<file path="src/design/lwd_pkg.sv">
// ----------------------------------------------------------------------------
// LZSS window decompressor package
// Shared widths, constants, codes and the command and status bundles that
// join the controller to the datapath.
// ----------------------------------------------------------------------------
package lwd_pkg;

  localparam int unsigned BYTE_W         = 8;
  localparam int unsigned SIZE_W         = 24;
  localparam int unsigned WIN_DEPTH      = 4096;
  localparam int unsigned WIN_AW         = $clog2(WIN_DEPTH);
  localparam int unsigned FILL_W         = WIN_AW + 1;
  localparam int unsigned LEN_W          = 5;
  localparam int unsigned FLAG_CNT_W     = 4;
  localparam int unsigned FLAGS_PER_CTRL = 8;
  localparam int unsigned STATUS_W       = 2;

  localparam logic [WIN_AW-1:0] START_POSITION = WIN_AW'(4078);
  localparam logic [BYTE_W-1:0] SPACE_BYTE     = 8'h20;
  localparam logic [LEN_W-1:0]  MIN_MATCH      = LEN_W'(3);

  // Result status codes.
  typedef enum logic [STATUS_W-1:0] {
    ST_OK        = 2'd0,
    ST_ZERO_SIZE = 2'd1,
    ST_OVERRUN   = 2'd2
  } status_e;

  // What the next compressed byte is taken as.
  typedef enum logic [1:0] {
    PH_CTRL     = 2'd0,
    PH_TOKEN    = 2'd1,
    PH_MATCH_HI = 2'd2
  } phase_e;

  // Commands from the controller to the datapath.
  typedef struct packed {
    logic in_ready;
    logic capture;
    logic start_blk;
    logic reject;
    logic ctrl_load;
    logic literal;
    logic match_low;
    logic match_setup;
    logic read;
    logic copy;
  } cmd_t;

  // Status from the datapath to the controller.
  typedef struct packed {
    logic   in_valid;
    logic   start;
    logic   zero_size;
    logic   remaining_zero;
    phase_e phase;
    logic   flag_bit;
    logic   copy_last;
    logic   out_free;
  } stat_t;

endpackage

</file>
<file path="src/design/lwd_controller.sv">
// ----------------------------------------------------------------------------
// LZSS window decompressor controller
// Sequences word capture, token decode and the read/emit loop of a match.
// ----------------------------------------------------------------------------
module lwd_controller (
  input  logic           clk_i,
  input  logic           rst_ni,
  input  lwd_pkg::stat_t stat_i,
  output lwd_pkg::cmd_t  cmd_o
);
  import lwd_pkg::*;

  typedef enum logic [1:0] {
    C_IDLE   = 2'd0,
    C_DECODE = 2'd1,
    C_READ   = 2'd2,
    C_EMIT   = 2'd3
  } ctrl_state_e;

  ctrl_state_e state_q, state_d;
  cmd_t        cmd;

  // Command decode and next state.
  always_comb begin
    cmd     = '0;
    state_d = state_q;
    case (state_q)
      C_IDLE: begin
        cmd.in_ready = 1'b1;
        if (stat_i.in_valid) begin
          cmd.capture = 1'b1;
          state_d     = C_DECODE;
        end
      end
      C_DECODE: begin
        if (stat_i.start) begin
          if (stat_i.zero_size) begin
            // The rejection word waits for a free output register.
            if (stat_i.out_free) begin
              cmd.start_blk = 1'b1;
              cmd.reject    = 1'b1;
              state_d       = C_IDLE;
            end
          end else begin
            cmd.start_blk = 1'b1;
            cmd.ctrl_load = 1'b1;
            state_d       = C_IDLE;
          end
        end else if (stat_i.remaining_zero) begin
          state_d = C_IDLE;
        end else begin
          case (stat_i.phase)
            PH_TOKEN: begin
              if (stat_i.flag_bit) begin
                if (stat_i.out_free) begin
                  cmd.literal = 1'b1;
                  state_d     = C_IDLE;
                end
              end else begin
                cmd.match_low = 1'b1;
                state_d       = C_IDLE;
              end
            end
            PH_MATCH_HI: begin
              cmd.match_setup = 1'b1;
              state_d         = C_READ;
            end
            default: begin
              cmd.ctrl_load = 1'b1;
              state_d       = C_IDLE;
            end
          endcase
        end
      end
      C_READ: begin
        cmd.read = 1'b1;
        state_d  = C_EMIT;
      end
      C_EMIT: begin
        if (stat_i.out_free) begin
          cmd.copy = 1'b1;
          state_d  = stat_i.copy_last ? C_IDLE : C_READ;
        end
      end
      default: begin
        state_d = C_IDLE;
      end
    endcase
  end

  // State register.
  always_ff @(posedge clk_i or negedge rst_ni) begin
    if (!rst_ni) begin
      state_q <= C_IDLE;
    end else begin
      state_q <= state_d;
    end
  end

  assign cmd_o = cmd;

`ifndef ASSERT_OFF
  // A result is loaded only into a free output register.
  a_out_free: assert property (@(posedge clk_i) disable iff (!rst_ni)
    (cmd.reject || cmd.literal || cmd.copy) |-> stat_i.out_free)
    else $error("output register overwritten");

  // Copy bytes are emitted only after a window read.
  a_emit_order: assert property (@(posedge clk_i) disable iff (!rst_ni)
    (state_q == C_EMIT) |-> ($past(state_q) == C_READ || $past(state_q) == C_EMIT))
    else $error("copy emit without a preceding window read");
`endif

endmodule
</file>
<file path="config.mk">
export PLATFORM = sky130hd
export DESIGN_NAME = lwd_controller
export DESIGN_NICKNAME = d
export VERILOG_FILES = /design/src/design/lwd_pkg.sv /design/src/design/lwd_controller.sv
export SDC_FILE = /design/constraint.sdc
export NUM_CORES = 1
export LEC_CHECK = 0
export BUFFER_PORTS_ARGS = -buffer_cell sky130_fd_sc_hd__buf_2
export CELL_PAD_IN_SITES_DETAIL_PLACEMENT = 0
export CELL_PAD_IN_SITES_GLOBAL_PLACEMENT = 1
export CORE_AREA = 2 2 39 41
export DETAILED_ROUTE_END_ITERATION = 8
export DIE_AREA = 0 0 41 43
export GPL_ROUTABILITY_DRIVEN = 0
export PLACE_DENSITY_LB_ADDON = 0.15
export SLEW_MARGIN = 30
export SYNTH_ARGS = -nofsm -noshare
export SYNTH_HDL_FRONTEND = slang
export SYNTH_SLANG_ARGS = --single-unit
</file>
<file path="constraint.sdc">
create_clock -name clk_i -period 2.55 [get_ports clk_i]
set_clock_uncertainty 0.15 [all_clocks]
set_input_delay 0 -clock clk_i [delete_from_list [all_inputs] [get_ports clk_i]]
set_output_delay 0 -clock clk_i [all_outputs]
set_load 0.01 [all_outputs]
</file>
==> metrics.log <==
INFO  metric outcome = finished clean
INFO  metric timing_worst_slew_pin_value = between 200 and 300 ps
INFO  metric final_cell_mix = buf_2, nand2_1, dlygate4sd3_1
INFO  metric synth.ff_latch_count = 2
INFO  metric synthToLayoutAreaGrowth = 89.01%
INFO  metric yosys-mux-area-fraction = 0%
INFO  metric cts_setup_buffers = 0
INFO  metric final_common_cell = buf_2
INFO  metric io_pins = 21
INFO  metric post_synthesis_share_of_cell_area_spent_on_full_adders_half_adders_and_majority_gates = a little over a tenth
INFO  metric final_core_utilization = about 33%
INFO  metric hold_path.startpoint = stat_i[2]
INFO  metric final_hold_viol_count = 0
INFO  metric filler_cell_count = approximately 170
INFO  metric period_needed = ~2100 ps
INFO  metric routed_wire_length_per_instance = slightly below 9 um
INFO  metric postSynthCellCount = 34
INFO  metric timing.max_slew.rel_slack = between 80 and 90%
INFO  metric io_buffer_count = 20
INFO  metric setup_viol = 0
INFO  metric critPathLaunchType = flip-flop
INFO  metric dieWidth = between 40 and 50 um
INFO  metric power = between 0.2 and 0.3 mW
INFO  metric timing.final.max_slew_violations = 0
INFO  metric final.setup.tns = 0 ps
INFO  metric tritoncts = yes
INFO  metric detail_route.drc_violations = 0
INFO  metric postSynth.asyncResetShare = 100.0%
INFO  metric clk_path_buf_depth = 2
INFO  metric postRouteWirelength = between 700 and 800 um
INFO  metric critical_path_class = flip-flop to flip-flop
INFO  metric rsz0062_at_grt = false
INFO  metric syn_area = 239.0 sq um
INFO  metric drt_iter0_markers = 3
INFO  metric antenna_violations_before_repair = 0
INFO  metric cpMostUsedCell = dlygate4sd3_1
INFO  metric timing.critical_path.cells = o31ai_1 > dlygate4sd3_1 > a21oi_1 > dlygate4sd3_1
INFO  metric whs_path_depth = 3
INFO  metric drtPass1Iterations = 2
INFO  metric grt-ovfl-total = 0
INFO  metric flip_flop_count_of_the_largest_register_all_copies_and_words_added = 2
INFO  metric period_share = around 84%
INFO  metric synth_edf_count = 0
INFO  metric power_density = between 600 and 700 nW/um^2
INFO  metric share_of_cells_above_drive_strength_1 = a little over two fifths
INFO  metric num_rows = 14
INFO  metric grt_pass1_vias = 320
INFO  metric layout_top_registers = state_q (2)
INFO  metric critical_path_required = around 2500 ps
INFO  metric post-place-ws = ~1300 ps
INFO  metric reg2reg_slack = approximately 420 ps
INFO  metric cap_violations = 0
INFO  metric worstReg2RegEnd = state_q[0]
INFO  metric synth-warning-count = 0
INFO  metric largest_family_of_logic_cells_by_synthesized_area = simple AND/OR/NAND/NOR gates
INFO  metric synth.lib_cells_used.distinct = 15
INFO  metric worstRegToRegCells = 4
INFO  metric p_seq_share = 22.3%
INFO  metric die-height = between 40 and 50 um
INFO  metric hp-class = primary input to output port
INFO  metric crit_arrival = about 2100 ps
INFO  metric core_region_area = between 1000 and 1500 sq um
INFO  metric htreeDepth = 1
INFO  metric mappedNetlistNets = 47
INFO  metric intPower = 0.1894 mW
INFO  metric top_register = state_q
INFO  metric clk_transition_reported_paths = 30 ps
INFO  metric timing.critical_path.buf_inv = 2
INFO  metric ir_worst_vdd = around 0.00027 V
INFO  metric power.leakage = around 0.26 nW
INFO  metric avgViaCountPerCell = slightly above 4
INFO  metric clock-root-buffer = clkbuf_4
INFO  metric finalWorstSetupSlack = 416.8 ps
INFO  metric largest_net_degree_at_the_start_of_global_routing = 9
INFO  metric antenna-diode-count = 0
INFO  metric crit_fanout = 8
INFO  metric fin_nets = just under 80
INFO  metric sw_frac_of_total = a little over a third
INFO  metric clock_power_share = 23.7%
INFO  metric yosys.area_share.simple = between 40% and 50%
INFO  metric cts_inserted_buffers = 3
INFO  metric fp.dieArea = 1763 sq um
INFO  metric ant_nets = 0
INFO  metric setup.worst_path.end_class = flip-flop
INFO  metric critical_path.slowest_cell = dlygate4sd3_1
INFO  metric hold_end = cmd_o[3]
INFO  metric critical-path-max-stage-delay = 580 ps
INFO  metric synth_compound_gate_area_share = approximately 17%
INFO  metric first_pass_grt_wire_length = 1290 um
INFO  metric path_delay_family = buffers and inverters
INFO  metric tritoncts_num_sinks = 2
INFO  metric avgSynthCellArea = ~7.0 sq um
INFO  metric worstReg2RegStart = state_q[0]
INFO  metric clkLatencyLatePin = between 200 and 250 ps
INFO  metric total_global_routing_track_utilization = between 10% and 20%
INFO  metric floorplan.initialDensity = between 10% and 20%
INFO  metric via_count = 325
INFO  metric post_synth_xor_area_fraction = 0%
INFO  metric cts_repair_resize_count = 0
INFO  metric combinationalPowerShare = 53.9%
INFO  metric maximum_clock_rate = approximately 470 MHz
INFO  metric p_sw = roughly 0.11 mW
INFO  metric ys_seq_area_share = between 20% and 30%
INFO  metric most_frequently_used_flop_master_after_synthesis = dfrtp_1
INFO  metric place.detailed.hpwl = between 500 and 600 um
==> per-layer routing <==
layer  vias to the layer above  part of all wire [%]  track usage (%)
li1                        172                     -                -
met1                       144                    46            13.50
met2                         9                    49            15.00
met3                         0                   5.5            4.712
met4                         0                     0            6.000
met5                         -                     0                0
==> cell families (layout without fill, tap and decap cells) <==
logic type | Yosys count | in the layout
buf+inv | 4 | 34
simple gates | 20 | 20
flops | 2 | 2
fa+ha+maj | 2 | 2
compound gates | 6 | 6
==> per-stage QoR <==
step	std cells	cell area, sq um	hold slack, ps
3_3_place_gp	70	359.1	-362.9
5_1_grt	80	451.7	142.6
3_5_place_dp	70	359.1	-363.9
2_1_floorplan	34	239.0	-445.6
6_report	80	451.7	119.6
4_1_cts	80	451.7	121.6
==> how the worst max path moves through the flow <==
stage	startpoint	endpoint	slack, ps	cells past startpoint
finish	state_q[0]	state_q[0]	420	4
global route	state_q[0]	state_q[0]	350	4
CTS	state_q[0]	state_q[0]	430	4
detailed placement	state_q[1]	cmd_o[4]	1290	4
global placement	state_q[1]	cmd_o[4]	1300	4
floorplan	state_q[1]	cmd_o[4]	1410	3
==> cells in the mapped netlist (all sizes together), types with 2 or more instances <==
library cell | count | area [sq um]
a21oi | 3 | 15.01
inv | 4 | 15.01
nor2b | 2 | 12.51
and2b | 2 | 17.52
nor2 | 5 | 18.77
ha | 2 | 25.02
dfrtp | 2 | 50.05
nand2 | 7 | 26.28
==> what timing repair did <==
| action | 4_1_cts | 5_1_grt |
|---|---|---|
| setup endpoints to repair | 0 | 0 |
| hold buffers | 7 | 0 |
| endpoints found under the hold margin | 4 | 0 |
==> power by group through the flow <==
stage               clock, mW  combinational (mW)  sequential, mW
global route           0.0816               0.177          0.0696
finish                 0.0705               0.160          0.0664
global placement            0               0.131          0.0664
CTS                    0.0766               0.162          0.0660
detailed placement          0               0.129          0.0663
floorplan                   0              0.0816          0.0610
==> cell type report <==
cell class                 count  area [sq um]  area share (%)
tap                           16         20.02           4.432
clock buffer                   3         22.52           4.986
multi-input combinational     28         173.9           38.50
timing repair buffer          27         170.2           37.67
sequential                     2         50.05           11.08
inverter                       4         15.01           3.324
==> worst reg2reg max path: stages (launching register included) <==
cell           delay, ps
dfrtp_1              430
o31ai_1              250
dlygate4sd3_1        580
a21oi_1               40
dlygate4sd3_1        560
No activity file was read; power rests on OpenSTA's default activity.
